File: config.mk
export PLATFORM = sky130hd
export DESIGN_NAME = ordered_list_engine
export DESIGN_NICKNAME = d
export VERILOG_FILES = /design/src/hw/rtl/olist_pkg.sv /design/src/hw/rtl/olist_dp.sv /design/src/hw/rtl/olist_ctrl.sv /design/src/hw/rtl/ordered_list_engine.sv
export SDC_FILE = /design/constraint.sdc
export NUM_CORES = 2
export LEC_CHECK = 0
export BUFFER_PORTS_ARGS = -buffer_cell sky130_fd_sc_hd__buf_4
export CAP_MARGIN = 0
export CORE_UTILIZATION = 25
export DETAILED_ROUTE_END_ITERATION = 16
export PLACE_DENSITY = 0.5
export SLEW_MARGIN = 20
export SYNTH_ARGS = -nofsm -noshare
export SYNTH_HDL_FRONTEND = slang
export SYNTH_SLANG_ARGS = --single-unit
File: constraint.sdc
create_clock -name clk -period 5.15 [get_ports clk]
set_clock_uncertainty 0.05 [all_clocks]
set_input_delay 0.515 -clock clk [delete_from_list [all_inputs] [get_ports clk]]
set_output_delay 0.515 -clock clk [all_outputs]
set_load 0.02 [all_outputs]
File: src/hw/rtl/olist_pkg.sv
// Shared types, constants and command/status structs for the ordered list engine.
`timescale 1ns / 1ps
package olist_pkg;

  localparam int DEPTH = 64;
  localparam int IW    = $clog2(DEPTH);
  localparam int CW    = $clog2(DEPTH + 1);
  localparam int CMD_W = 4;
  localparam int VAL_W = 32;
  localparam int POS_W = 7;
  localparam int CMPW  = POS_W + 1;

  // free slot search: groups of eight
  localparam int GW    = 8;
  localparam int GIW   = $clog2(GW);
  localparam int NGRP  = (DEPTH + GW - 1) / GW;
  localparam int NGIW  = (NGRP > 1) ? $clog2(NGRP) : 1;

  typedef enum logic [CMD_W-1:0] {
    CMD_INS_FIRST = 4'd0,
    CMD_INS_LAST  = 4'd1,
    CMD_INS_POS   = 4'd2,
    CMD_DEL_FIRST = 4'd3,
    CMD_DEL_LAST  = 4'd4,
    CMD_DEL_POS   = 4'd5,
    CMD_DUMP      = 4'd6,
    CMD_COUNT     = 4'd7,
    CMD_EVEN      = 4'd8,
    CMD_ODD       = 4'd9,
    CMD_SUM       = 4'd10,
    CMD_MAX       = 4'd11,
    CMD_MIN       = 4'd12,
    CMD_SEARCH    = 4'd13,
    CMD_FREQ      = 4'd14,
    CMD_UNUSED    = 4'd15
  } cmd_e;

  typedef enum logic [1:0] {
    ST_OK     = 2'd0,
    ST_BADPOS = 2'd1,
    ST_EMPTY  = 2'd2,
    ST_FULL   = 2'd3
  } status_e;

  typedef enum logic {RD_HEAD, RD_LINK} rd_sel_t;
  typedef enum logic [1:0] {REM_POS2, REM_CNT2, REM_CNT1} rem_sel_t;
  typedef enum logic [1:0] {LA_SLOT, LA_TAIL, LA_CUR} la_sel_t;
  typedef enum logic [1:0] {LD_HEAD, LD_SLOT, LD_RDLINK} ld_sel_t;
  typedef enum logic [2:0] {
    UPD_NONE, UPD_INS_FIRST, UPD_INS_LAST, UPD_INS_MID,
    UPD_DEL_HEAD, UPD_DEL_TAIL, UPD_DEL_MID, UPD_EMPTY
  } upd_t;
  typedef enum logic [2:0] {EM_ZERO, EM_ACC, EM_FOUND, EM_DUMP, EM_COUNT} em_sel_t;

  typedef struct packed {
    logic     capture;
    logic     rd_en;
    rd_sel_t  rd_sel;
    logic     cur_load;
    logic     aux_load;
    logic     rem_load;
    rem_sel_t rem_sel;
    logic     rem_dec;
    logic     lw_en;
    la_sel_t  la_sel;
    ld_sel_t  ld_sel;
    logic     vw_en;
    upd_t     upd;
    logic     acc_clr;
    logic     acc_step;
    logic     emit;
    em_sel_t  em_sel;
    status_e  em_status;
    logic     em_last;
  } dp_cmd_t;

  typedef struct packed {
    logic [CMD_W-1:0] cmd;
    logic cnt_zero;
    logic cnt_full;
    logic cnt_le1;
    logic ins_pos_bad;
    logic del_pos_bad;
    logic pos_first;
    logic pos_after_last;
    logic pos_last;
    logic rem_zero;
    logic out_free;
  } dp_stat_t;

endpackage

File: src/hw/rtl/olist_dp.sv
// Datapath: node store, list pointers, free map, slot finder, accumulator, result register.
`timescale 1ns / 1ps
module olist_dp (
  input  logic                              clk,
  input  logic                              rst,
  input  olist_pkg::dp_cmd_t                c,
  output olist_pkg::dp_stat_t               st,
  input  logic [olist_pkg::CMD_W-1:0]       command,
  input  logic signed [olist_pkg::VAL_W-1:0] value,
  input  logic [olist_pkg::POS_W-1:0]       position,
  output logic                              out_valid,
  input  logic                              out_ready,
  output logic signed [olist_pkg::VAL_W-1:0] result_value,
  output logic                              found,
  output logic [1:0]                        status,
  output logic                              last_result
);
  import olist_pkg::*;

  logic [VAL_W-1:0] vals  [DEPTH];
  logic [IW-1:0]    links [DEPTH];

  logic [CMD_W-1:0] cmd_q;
  logic [VAL_W-1:0] val_q;
  logic [POS_W-1:0] pos_q;

  logic [IW-1:0]    head, tail, cur, aux, slot;
  logic [CW-1:0]    count, rem;
  logic [DEPTH-1:0] free_map;
  logic [VAL_W-1:0] rd_val, acc;
  logic [IW-1:0]    rd_link;
  logic             acc_first;

  logic [IW-1:0]    rd_addr, la, ld;

  logic [NGRP*GW-1:0] fpad;
  logic [NGRP-1:0]    grp_any;
  logic [GIW-1:0]     grp_idx [NGRP];
  logic [NGRP-1:0]    grp_any_c;
  logic [GIW-1:0]     grp_idx_c [NGRP];
  logic [NGIW-1:0]    gsel;
  logic [NGIW+GIW-1:0] slot_c;

  logic [CMPW-1:0] pos_w, cnt_w;

  // item capture
  always_ff @(posedge clk) begin
    if (c.capture) begin
      cmd_q <= command;
      val_q <= value;
      pos_q <= position;
    end
  end

  // slot finder, stage one: lowest free bit in each group
  assign fpad = (NGRP*GW)'(free_map);
  always_comb begin
    for (int g = 0; g < NGRP; g++) begin
      grp_any_c[g] = |fpad[g*GW +: GW];
      grp_idx_c[g] = '0;
      for (int b = GW - 1; b >= 0; b--) begin
        if (fpad[g*GW + b]) grp_idx_c[g] = GIW'(b);
      end
    end
  end

  always_ff @(posedge clk) begin
    grp_any <= grp_any_c;
    grp_idx <= grp_idx_c;
  end

  // stage two: lowest group with a free bit
  always_comb begin
    gsel = '0;
    for (int g = NGRP - 1; g >= 0; g--) begin
      if (grp_any[g]) gsel = NGIW'(g);
    end
    slot_c = {gsel, grp_idx[gsel]};
  end

  always_ff @(posedge clk) begin
    slot <= IW'(slot_c);
  end

  // node store
  assign rd_addr = (c.rd_sel == RD_LINK) ? rd_link : head;

  always_comb begin
    case (c.la_sel)
      LA_TAIL: la = tail;
      LA_CUR:  la = cur;
      default: la = slot;
    endcase
    case (c.ld_sel)
      LD_SLOT:   ld = slot;
      LD_RDLINK: ld = rd_link;
      default:   ld = head;
    endcase
  end

  always_ff @(posedge clk) begin
    if (c.lw_en) links[la] <= ld;
    if (c.vw_en) vals[slot] <= val_q;
    if (c.rd_en) begin
      rd_val  <= vals[rd_addr];
      rd_link <= links[rd_addr];
    end
  end

  always_ff @(posedge clk) begin
    if (c.rd_en && c.cur_load) cur <= rd_addr;
    if (c.aux_load) aux <= rd_link;
    if (c.rem_load) begin
      case (c.rem_sel)
        REM_POS2: rem <= CW'(pos_q) - CW'(2);
        REM_CNT2: rem <= count - CW'(2);
        default:  rem <= count - CW'(1);
      endcase
    end else if (c.rem_dec) begin
      rem <= rem - CW'(1);
    end
  end

  // list pointers and free map
  always_ff @(posedge clk) begin
    if (rst) begin
      head     <= '0;
      tail     <= '0;
      count    <= '0;
      free_map <= {DEPTH{1'b1}};
    end else begin
      case (c.upd)
        UPD_INS_FIRST: begin
          head <= slot;
          if (count == '0) tail <= slot;
          free_map[slot] <= 1'b0;
          count <= count + CW'(1);
        end
        UPD_INS_LAST: begin
          tail <= slot;
          if (count == '0) head <= slot;
          free_map[slot] <= 1'b0;
          count <= count + CW'(1);
        end
        UPD_INS_MID: begin
          free_map[slot] <= 1'b0;
          count <= count + CW'(1);
        end
        UPD_DEL_HEAD: begin
          head <= rd_link;
          free_map[head] <= 1'b1;
          count <= count - CW'(1);
        end
        UPD_DEL_TAIL: begin
          tail <= cur;
          free_map[tail] <= 1'b1;
          count <= count - CW'(1);
        end
        UPD_DEL_MID: begin
          free_map[aux] <= 1'b1;
          count <= count - CW'(1);
        end
        UPD_EMPTY: begin
          free_map[head] <= 1'b1;
          head  <= '0;
          tail  <= '0;
          count <= '0;
        end
        default: ;
      endcase
    end
  end

  // accumulator for queries
  always_ff @(posedge clk) begin
    if (c.acc_clr) begin
      acc       <= '0;
      acc_first <= 1'b1;
    end else if (c.acc_step) begin
      acc_first <= 1'b0;
      case (cmd_q)
        CMD_EVEN: if (!rd_val[0]) acc <= acc + 32'd1;
        CMD_ODD:  if (rd_val[0]) acc <= acc + 32'd1;
        CMD_SUM:  acc <= acc + rd_val;
        CMD_MAX:  if (acc_first || ($signed(acc) < $signed(rd_val))) acc <= rd_val;
        CMD_MIN:  if (acc_first || ($signed(rd_val) < $signed(acc))) acc <= rd_val;
        default:  if (rd_val == val_q) acc <= acc + 32'd1;
      endcase
    end
  end

  // result register
  always_ff @(posedge clk) begin
    if (rst) begin
      out_valid <= 1'b0;
    end else if (c.emit) begin
      out_valid <= 1'b1;
    end else if (out_ready) begin
      out_valid <= 1'b0;
    end
  end

  always_ff @(posedge clk) begin
    if (c.emit) begin
      status      <= c.em_status;
      last_result <= c.em_last;
      found       <= (c.em_sel == EM_FOUND) && (acc != '0);
      case (c.em_sel)
        EM_ACC:   result_value <= acc;
        EM_DUMP:  result_value <= rd_val;
        EM_COUNT: result_value <= VAL_W'(count);
        default:  result_value <= '0;
      endcase
    end
  end

  // status to the controller
  assign pos_w = CMPW'(pos_q);
  assign cnt_w = CMPW'(count);

  always_comb begin
    st.cmd            = cmd_q;
    st.cnt_zero       = (count == '0);
    st.cnt_full       = (count == CW'(DEPTH));
    st.cnt_le1        = (count <= CW'(1));
    st.ins_pos_bad    = (pos_w == '0) || (pos_w > cnt_w + CMPW'(1));
    st.del_pos_bad    = (pos_w == '0) || (pos_w > cnt_w);
    st.pos_first      = (pos_w == CMPW'(1));
    st.pos_after_last = (pos_w == cnt_w + CMPW'(1));
    st.pos_last       = (pos_w == cnt_w);
    st.rem_zero       = (rem == '0);
    st.out_free       = !out_valid || out_ready;
  end

endmodule

File: src/hw/rtl/olist_ctrl.sv
// Controller: sequences list edits, walks and result transfers.
`timescale 1ns / 1ps
module olist_ctrl (
  input  logic                clk,
  input  logic                rst,
  input  logic                in_valid,
  output logic                in_ready,
  input  olist_pkg::dp_stat_t st,
  output olist_pkg::dp_cmd_t  c
);
  import olist_pkg::*;

  typedef enum logic [13:0] {
    S_IDLE      = 14'b00000000000001,
    S_DECIDE    = 14'b00000000000010,
    S_FIND      = 14'b00000000000100,
    S_SLOT      = 14'b00000000001000,
    S_INS_A     = 14'b00000000010000,
    S_INS_B     = 14'b00000000100000,
    S_LINK_TH   = 14'b00000001000000,
    S_WALK      = 14'b00000010000000,
    S_DEL_T     = 14'b00000100000000,
    S_DROP_HEAD = 14'b00001000000000,
    S_SCAN      = 14'b00010000000000,
    S_DUMP      = 14'b00100000000000,
    S_EMIT      = 14'b01000000000000,
    S_SPARE     = 14'b10000000000000
  } state_t;

  typedef enum logic [2:0] {
    OP_INS_FIRST, OP_INS_LAST, OP_INS_MID, OP_DEL_LAST, OP_DEL_MID
  } op_t;

  state_t  state, state_next;
  op_t     op, op_next;
  em_sel_t em_sel, em_sel_next;
  status_e em_st, em_st_next;

  always_ff @(posedge clk) begin
    if (rst) begin
      state  <= S_IDLE;
      op     <= OP_INS_FIRST;
      em_sel <= EM_ZERO;
      em_st  <= ST_OK;
    end else begin
      state  <= state_next;
      op     <= op_next;
      em_sel <= em_sel_next;
      em_st  <= em_st_next;
    end
  end

  always_comb begin
    state_next  = state;
    op_next     = op;
    em_sel_next = em_sel;
    em_st_next  = em_st;
    c           = '0;
    in_ready    = 1'b0;
    case (state)
      S_IDLE: begin
        in_ready = 1'b1;
        if (in_valid) begin
          c.capture  = 1'b1;
          state_next = S_DECIDE;
        end
      end

      S_DECIDE: begin
        state_next  = S_EMIT;
        em_sel_next = EM_ZERO;
        em_st_next  = ST_OK;
        case (st.cmd)
          CMD_INS_FIRST, CMD_INS_LAST: begin
            if (st.cnt_full) begin
              em_st_next = ST_FULL;
            end else begin
              op_next    = (st.cmd == CMD_INS_FIRST) ? OP_INS_FIRST : OP_INS_LAST;
              state_next = S_FIND;
            end
          end
          CMD_INS_POS: begin
            if (st.ins_pos_bad) begin
              em_st_next = ST_BADPOS;
            end else if (st.cnt_full) begin
              em_st_next = ST_FULL;
            end else begin
              op_next    = st.pos_first ? OP_INS_FIRST :
                           st.pos_after_last ? OP_INS_LAST : OP_INS_MID;
              state_next = S_FIND;
            end
          end
          CMD_DEL_FIRST, CMD_DEL_LAST, CMD_DEL_POS: begin
            if (st.cnt_zero) begin
              em_st_next = ST_EMPTY;
            end else if ((st.cmd == CMD_DEL_POS) && st.del_pos_bad) begin
              em_st_next = ST_BADPOS;
            end else if (st.cnt_le1) begin
              c.upd = UPD_EMPTY;
            end else if ((st.cmd == CMD_DEL_FIRST) ||
                         ((st.cmd == CMD_DEL_POS) && st.pos_first)) begin
              c.rd_en    = 1'b1;
              c.cur_load = 1'b1;
              state_next = S_DROP_HEAD;
            end else begin
              c.rd_en    = 1'b1;
              c.cur_load = 1'b1;
              c.rem_load = 1'b1;
              if ((st.cmd == CMD_DEL_POS) && !st.pos_last) begin
                c.rem_sel = REM_POS2;
                op_next   = OP_DEL_MID;
              end else begin
                c.rem_sel = REM_CNT2;
                op_next   = OP_DEL_LAST;
              end
              state_next = S_WALK;
            end
          end
          CMD_DUMP: begin
            if (st.cnt_zero) begin
              em_st_next = ST_EMPTY;
            end else begin
              c.rd_en    = 1'b1;
              c.cur_load = 1'b1;
              c.rem_load = 1'b1;
              c.rem_sel  = REM_CNT1;
              state_next = S_DUMP;
            end
          end
          CMD_COUNT: begin
            if (st.cnt_zero) em_st_next = ST_EMPTY;
            else em_sel_next = EM_COUNT;
          end
          CMD_EVEN, CMD_ODD, CMD_SUM, CMD_MAX, CMD_MIN, CMD_SEARCH, CMD_FREQ: begin
            if (st.cnt_zero) begin
              em_st_next = ST_EMPTY;
            end else begin
              c.rd_en    = 1'b1;
              c.cur_load = 1'b1;
              c.rem_load = 1'b1;
              c.rem_sel  = REM_CNT1;
              c.acc_clr  = 1'b1;
              state_next = S_SCAN;
            end
          end
          default: ;
        endcase
      end

      // wait while the slot finder's group registers and slot register settle on the current free map
      S_FIND: state_next = S_SLOT;

      S_SLOT: begin
        if (op == OP_INS_MID) begin
          c.rd_en    = 1'b1;
          c.cur_load = 1'b1;
          c.rem_load = 1'b1;
          c.rem_sel  = REM_POS2;
          state_next = S_WALK;
        end else begin
          state_next = S_INS_A;
        end
      end

      S_WALK: begin
        if (st.rem_zero) begin
          case (op)
            OP_INS_MID: state_next = S_INS_A;
            OP_DEL_LAST: begin
              c.upd      = UPD_DEL_TAIL;
              state_next = S_LINK_TH;
            end
            default: begin
              // fetch the victim's successor, keep cur on its predecessor
              c.aux_load = 1'b1;
              c.rd_en    = 1'b1;
              c.rd_sel   = RD_LINK;
              state_next = S_DEL_T;
            end
          endcase
        end else begin
          c.rd_en    = 1'b1;
          c.rd_sel   = RD_LINK;
          c.cur_load = 1'b1;
          c.rem_dec  = 1'b1;
        end
      end

      S_DEL_T: begin
        c.lw_en    = 1'b1;
        c.la_sel   = LA_CUR;
        c.ld_sel   = LD_RDLINK;
        c.upd      = UPD_DEL_MID;
        state_next = S_EMIT;
      end

      S_INS_A: begin
        c.vw_en = 1'b1;
        c.lw_en = 1'b1;
        case (op)
          OP_INS_LAST: begin
            c.la_sel = LA_TAIL;
            c.ld_sel = LD_SLOT;
          end
          OP_INS_MID: begin
            c.la_sel = LA_SLOT;
            c.ld_sel = LD_RDLINK;
          end
          default: begin
            c.la_sel = LA_SLOT;
            c.ld_sel = LD_HEAD;
          end
        endcase
        state_next = S_INS_B;
      end

      S_INS_B: begin
        case (op)
          OP_INS_LAST: begin
            c.upd      = UPD_INS_LAST;
            state_next = S_LINK_TH;
          end
          OP_INS_MID: begin
            c.lw_en    = 1'b1;
            c.la_sel   = LA_CUR;
            c.ld_sel   = LD_SLOT;
            c.upd      = UPD_INS_MID;
            state_next = S_EMIT;
          end
          default: begin
            c.upd      = UPD_INS_FIRST;
            state_next = S_LINK_TH;
          end
        endcase
      end

      // close the ring: tail points at head
      S_LINK_TH: begin
        c.lw_en    = 1'b1;
        c.la_sel   = LA_TAIL;
        c.ld_sel   = LD_HEAD;
        state_next = S_EMIT;
      end

      S_DROP_HEAD: begin
        c.upd      = UPD_DEL_HEAD;
        state_next = S_LINK_TH;
      end

      S_SCAN: begin
        c.acc_step = 1'b1;
        if (st.rem_zero) begin
          em_sel_next = (st.cmd == CMD_SEARCH) ? EM_FOUND : EM_ACC;
          state_next  = S_EMIT;
        end else begin
          c.rd_en    = 1'b1;
          c.rd_sel   = RD_LINK;
          c.cur_load = 1'b1;
          c.rem_dec  = 1'b1;
        end
      end

      S_DUMP: begin
        if (st.out_free) begin
          c.emit      = 1'b1;
          c.em_sel    = EM_DUMP;
          c.em_status = ST_OK;
          c.em_last   = st.rem_zero;
          if (st.rem_zero) begin
            state_next = S_IDLE;
          end else begin
            c.rd_en    = 1'b1;
            c.rd_sel   = RD_LINK;
            c.cur_load = 1'b1;
            c.rem_dec  = 1'b1;
          end
        end
      end

      S_EMIT: begin
        if (st.out_free) begin
          c.emit      = 1'b1;
          c.em_sel    = em_sel;
          c.em_status = em_st;
          c.em_last   = 1'b1;
          state_next  = S_IDLE;
        end
      end

      default: state_next = S_IDLE;
    endcase
  end

endmodule

File: src/hw/rtl/ordered_list_engine.sv
// Top level of the ordered list engine: circular linked list in a node store.
//
//  channel | direction | transfer when          | payload
//  in      | input     | in_valid & in_ready    | command, value, position
//  out     | output    | out_valid & out_ready  | result_value, found, status, last_result
//
// One command at a time; in_ready is high only while the controller is idle.
// Front/back insert, front delete, count query, rejected commands and deleting
// the only entry need no walk of the list. Positional edits, delete-last, dump
// and other queries walk the link store one read per cycle. A dump holds its
// walk while out_ready is low; a result may wait in the output register while
// the next command is taken. Synchronous reset; no clearing pass.
`timescale 1ns / 1ps
module ordered_list_engine (
  input  logic                                clk,
  input  logic                                rst,
  input  logic                                in_valid,
  output logic                                in_ready,
  input  logic [olist_pkg::CMD_W-1:0]         command,
  input  logic signed [olist_pkg::VAL_W-1:0]  value,
  input  logic [olist_pkg::POS_W-1:0]         position,
  output logic                                out_valid,
  input  logic                                out_ready,
  output logic signed [olist_pkg::VAL_W-1:0]  result_value,
  output logic                                found,
  output logic [1:0]                          status,
  output logic                                last_result
);
  import olist_pkg::*;

  dp_cmd_t  c;
  dp_stat_t st;

  olist_ctrl u_ctrl (
    .clk      (clk),
    .rst      (rst),
    .in_valid (in_valid),
    .in_ready (in_ready),
    .st       (st),
    .c        (c)
  );

  olist_dp u_dp (
    .clk          (clk),
    .rst          (rst),
    .c            (c),
    .st           (st),
    .command      (command),
    .value        (value),
    .position     (position),
    .out_valid    (out_valid),
    .out_ready    (out_ready),
    .result_value (result_value),
    .found        (found),
    .status       (status),
    .last_result  (last_result)
  );

endmodule

==> results.tsv <==
stage	metric	value	unit
status	status	completed	
placed_design	dpl cells	15179	
global_routing	Total GRT Usage	16.4	%
routing	vias	78083	
pwr	Leak	44.7	nW
routing	Initial DRC Count	8964	
routing	Residual DRC	0	
floorplan	Die Wd	680	um
clock_network	CTS Sinks	2744	
routing	DRT Pass-1 Iters	8	
worst_hold_path	hold depth	2	
setup_path	WP data arrival	5600	ps
synth	register area share after synthesis	70.2	%
routing	post-route ant nets	0	
floorplan	I/O pins	85	
timing	RSZ-0062 raised after global routing	no	
cells_and_area	fill count	46229	
clock_network	CTS Buf Count	304	
clock_network	worst skew pair latency	950	ps
timing	Finish-stage setup viols	0	
worst_hold_path	worst hold path type	in2reg	
synth	Synth warnings	0	
global_routing	first-pass GRT wire length	560000	um
cells_and_area	share of layout cells above drive strength 1	12.0	%
pwr	fraction of power consumed by combinational cells	1.8	%
cells_and_area	multi-input logic area	31900	um2
floorplan	Core Footprint	457000	um2
pwr	Sw Share	20.9	%
clock_network	CTS max path bufs	4	
placed_design	gpl congestion	0.858	
synth	Yosys reg bits	2744	
routing	Vias/cell	4.95	
global_routing	GRT overflow	0	
timing	worst setup margin	161	ps
setup_path	required time of the critical path	5760	ps
setup_path	crit-path most repeated cell	buf_12	
cells_and_area	synth-to-layout area growth	18.3	%
placed_design	Place WS	-110	ps
setup_path	Worst Path Max Fanout	21	
routing	drt wl/cell	25.0	um
clock_network	TritonCTS clock tree	yes	
setup_path	Reg2Reg Depth	17	
pwr	Psw	9.81	mW
cells_and_area	nets@finish	9544	
cells_and_area	final core utilization	29.8	%
clock_network	Clock Root Buffer	clkbuf_16	
global_routing	vias in the first global route	74115	
synth	top cells by area, synth	edfxtp_1, nand2_1, dfxtp_1, mux2i_1, a21oi_1	
global_routing	antenna violations before repair	10	
synth	Post-synth EDFFs	2568	
run	max-cap violations	0	
pwr	part of the power in registers	52.4	%
floorplan	Rows	248	
synth	cell taking the most area after synthesis	edfxtp_1	
synth	average size of a mapped cell	12.7	um2
setup_path	Startpoint Class	flop	
synth	Mapped Cells	9032	
placed_design	PortBufs	84	
pwr	Clk pwr share	45.8	%
pwr	power per cell area	345	nW/um2
timing	min Tclk post-route	4990	ps
floorplan	Starting Density	25.1	%
synth	most frequent cells after synthesis	edfxtp_1, nand2_1, a21oi_1	
synth	most numerous cell in the Yosys netlist	edfxtp_1	
timing	Pins Over Slew Limit	0	
synth	mapped cell area	115000	um2
synth	dominant synthesized flop cell	edfxtp_1	
pwr	Peak VDD IR	0.244	mV
floorplan	die area	462000	um2
timing	Worst-Margin Slew	1220	ps
setup_path	max incr delay on CP	820	ps
placed_design	Post-DP HPWL	241000	um
synth	Synthesized Nets	9165	
pwr	Pint	37.1	mW
timing	fin crit share	96.9	%
setup_path	crit end category	flop	
clock_network	H-tree levels	5	
timing	Slew HR	18.1	%
setup_path	WS Path Type	reg2reg	
cells_and_area	Finished Layout Cells	15775	
synth	distinct cell type count after synthesis	90	
setup_path	Slowest-stage cell, CP	nor2_1	
setup_path	CP Cell Sequence	inv_1 > ha_1 > or3b_1 > nor3_4 > nor3_2 > nor2_4 > mux2i_4 > buf_12 > buf_4 > buf_12 > buf_12 > nor2_1 > a32oi_1 > a31oi_1 > a2111oi_2 > buf_4 > or3_1	
routing	Post-Route WL	395000	um
global_routing	largest net degree at the start of global routing	105	
synth	top-area cell type share of the netlist area	67.1	%
synth	fraction of registers with async set or reset after synthesis	0	%
timing	final hold vios	0	
clock_network	clock transition at the registers of the reported paths	60	ps
timing	Max Clock Freq	200	MHz
floorplan	Die H	680	um
cells_and_area	FF+latch area	80600	um2
[flip-flops by register name (all words and copies together), names as in the netlist, 4 cells and up]
name and flops:
u_ctrl.state 13, u_dp.acc 32, u_dp.aux 6, u_dp.cmd_q 4, u_dp.count 7, u_dp.cur 6
u_dp.fpad 64, u_dp.grp_any 8, u_dp.grp_idx 24, u_dp.head 6, u_dp.links 384, u_dp.pos_q 7
u_dp.rd_link 6, u_dp.rd_val 32, u_dp.rem 7, u_dp.result_value 32, u_dp.slot 6, u_dp.tail 6
u_dp.val_q 32, u_dp.vals 2048
[power groups by stage]
stage               logic [mW]  clock network, mW  registers, mW
finish                   0.847               21.5           24.6
CTS                      0.837               21.8           24.6
global placement         0.805                  0           25.1
floorplan                0.177                  0           25.3
global route             0.904               22.6           24.6
detailed placement       0.808                  0           25.1
[logic make-up (layout without fill, tap and decap cells)]
kind of cell    count (synthesis)  in the layout  synth area share (%)
flops                        2744           2744                  70.2
buf+inv                       637           1253                  2.67
simple gates                 3639           3639                  14.0
fa+ha+maj                      86             86                 0.943
compound gates               1505           1505                  8.56
other cells                     0              2                     0
xor+xnor                       74             74                 0.564
mux                           347            347                  3.12
[worst paths after layout]
path	end	startpoint	slack, ps
max	u_dp.rd_val[18]	u_dp.rem[0]	160
max reg2reg	u_dp.rd_val[18]	u_dp.rem[0]	160
min reg2reg	u_ctrl.em_st[1]	u_ctrl.em_st[1]	400
min	u_ctrl.state[10]	rst	150
[cell usage in the layout, fill, tap and decap left out, types with 19 or more instances in the layout]
cell type	instances
a221o_1	19
o221ai_1	58
buf_4	498
buf_12	71
nor4_1	83
xor2_1	45
bufinv_16	23
inv_1	88
a211oi_1	101
or3_1	20
nand2b_1	31
clkinv_1	69
mux2i_1	333
nand3_1	485
a22o_1	27
edfxtp_1	2568
xnor2_1	29
ha_1	85
a21oi_1	492
a221oi_1	48
nor2_1	360
clkbuf_16	316
a31oi_1	155
o211ai_1	29
a22oi_1	20
clkbuf_1	65
o21ai_0	169
o22ai_1	156
nor2b_1	31
nand2_1	2001
nor2_4	71
clkinv_2	41
and2_1	39
nand4_1	40
and3_1	170
dfxtp_1	176
dlygate4sd3_1	45
a311oi_1	51
nor3_1	202
[what timing repair did]
action,4_1_cts,5_1_grt
setup endpoints to repair,3,19
hold buffers,45,0
pin swaps,0,1
endpoints found under the hold margin,46,0
resized for setup,3,10
buffers inserted,0,5
gates cloned,0,1
[cell type report]
| cell class | instances | share of cell area [%] |
|---|---|---|
| Sequential cell | 2744 | 59.3 |
| Multi-Input combinational cell | 5651 | 23.5 |
| Clock buffer | 385 | 6.04 |
| Tap cell | 6125 | 5.64 |
| Timing Repair Buffer | 614 | 4.13 |
| Clock inverter | 158 | 1.06 |
| Inverter | 95 | 0.299 |
| Timing Repair inverter | 1 | 0.00828 |
| Antenna cell | 2 | 0.00368 |
[metrics by stage]
stage	hold WS, ps	total power [mW]	setup TNS [ps]	instance area [um2]
floorplan	376	25.4	-158940	115000
global placement	391	25.9	-194	126000
detailed placement	398	25.9	-110	126000
CTS	73.3	47.3	0	136000
global route	138	48.1	0	136000
finish	154	47.0	0	136000
[routing by layer]
| metal | vias to the layer above | wire length [um] | track usage [%] |
|---|---|---|---|
| met5 | - | 0 | 0 |
| met1 | 39840 | 171000 | 22.8 |
| met3 | 516 | 28300 | 2.44 |
| met4 | 0 | 11300 | 4.38 |
| li1 | 34611 | - | - |
| met2 | 3116 | 184000 | 26.7 |
[critical path, delay by kind of cell, from the launching register on]
kind	cells	cell delay [ps]
AOI/OAI and AO/OA	3	660
and+or+nand+nor	6	2420
buffers and inverters	6	890
muxes	1	120
adders and majority gates	1	180
DFF	1	420
Power figures use the tool's default switching activity.
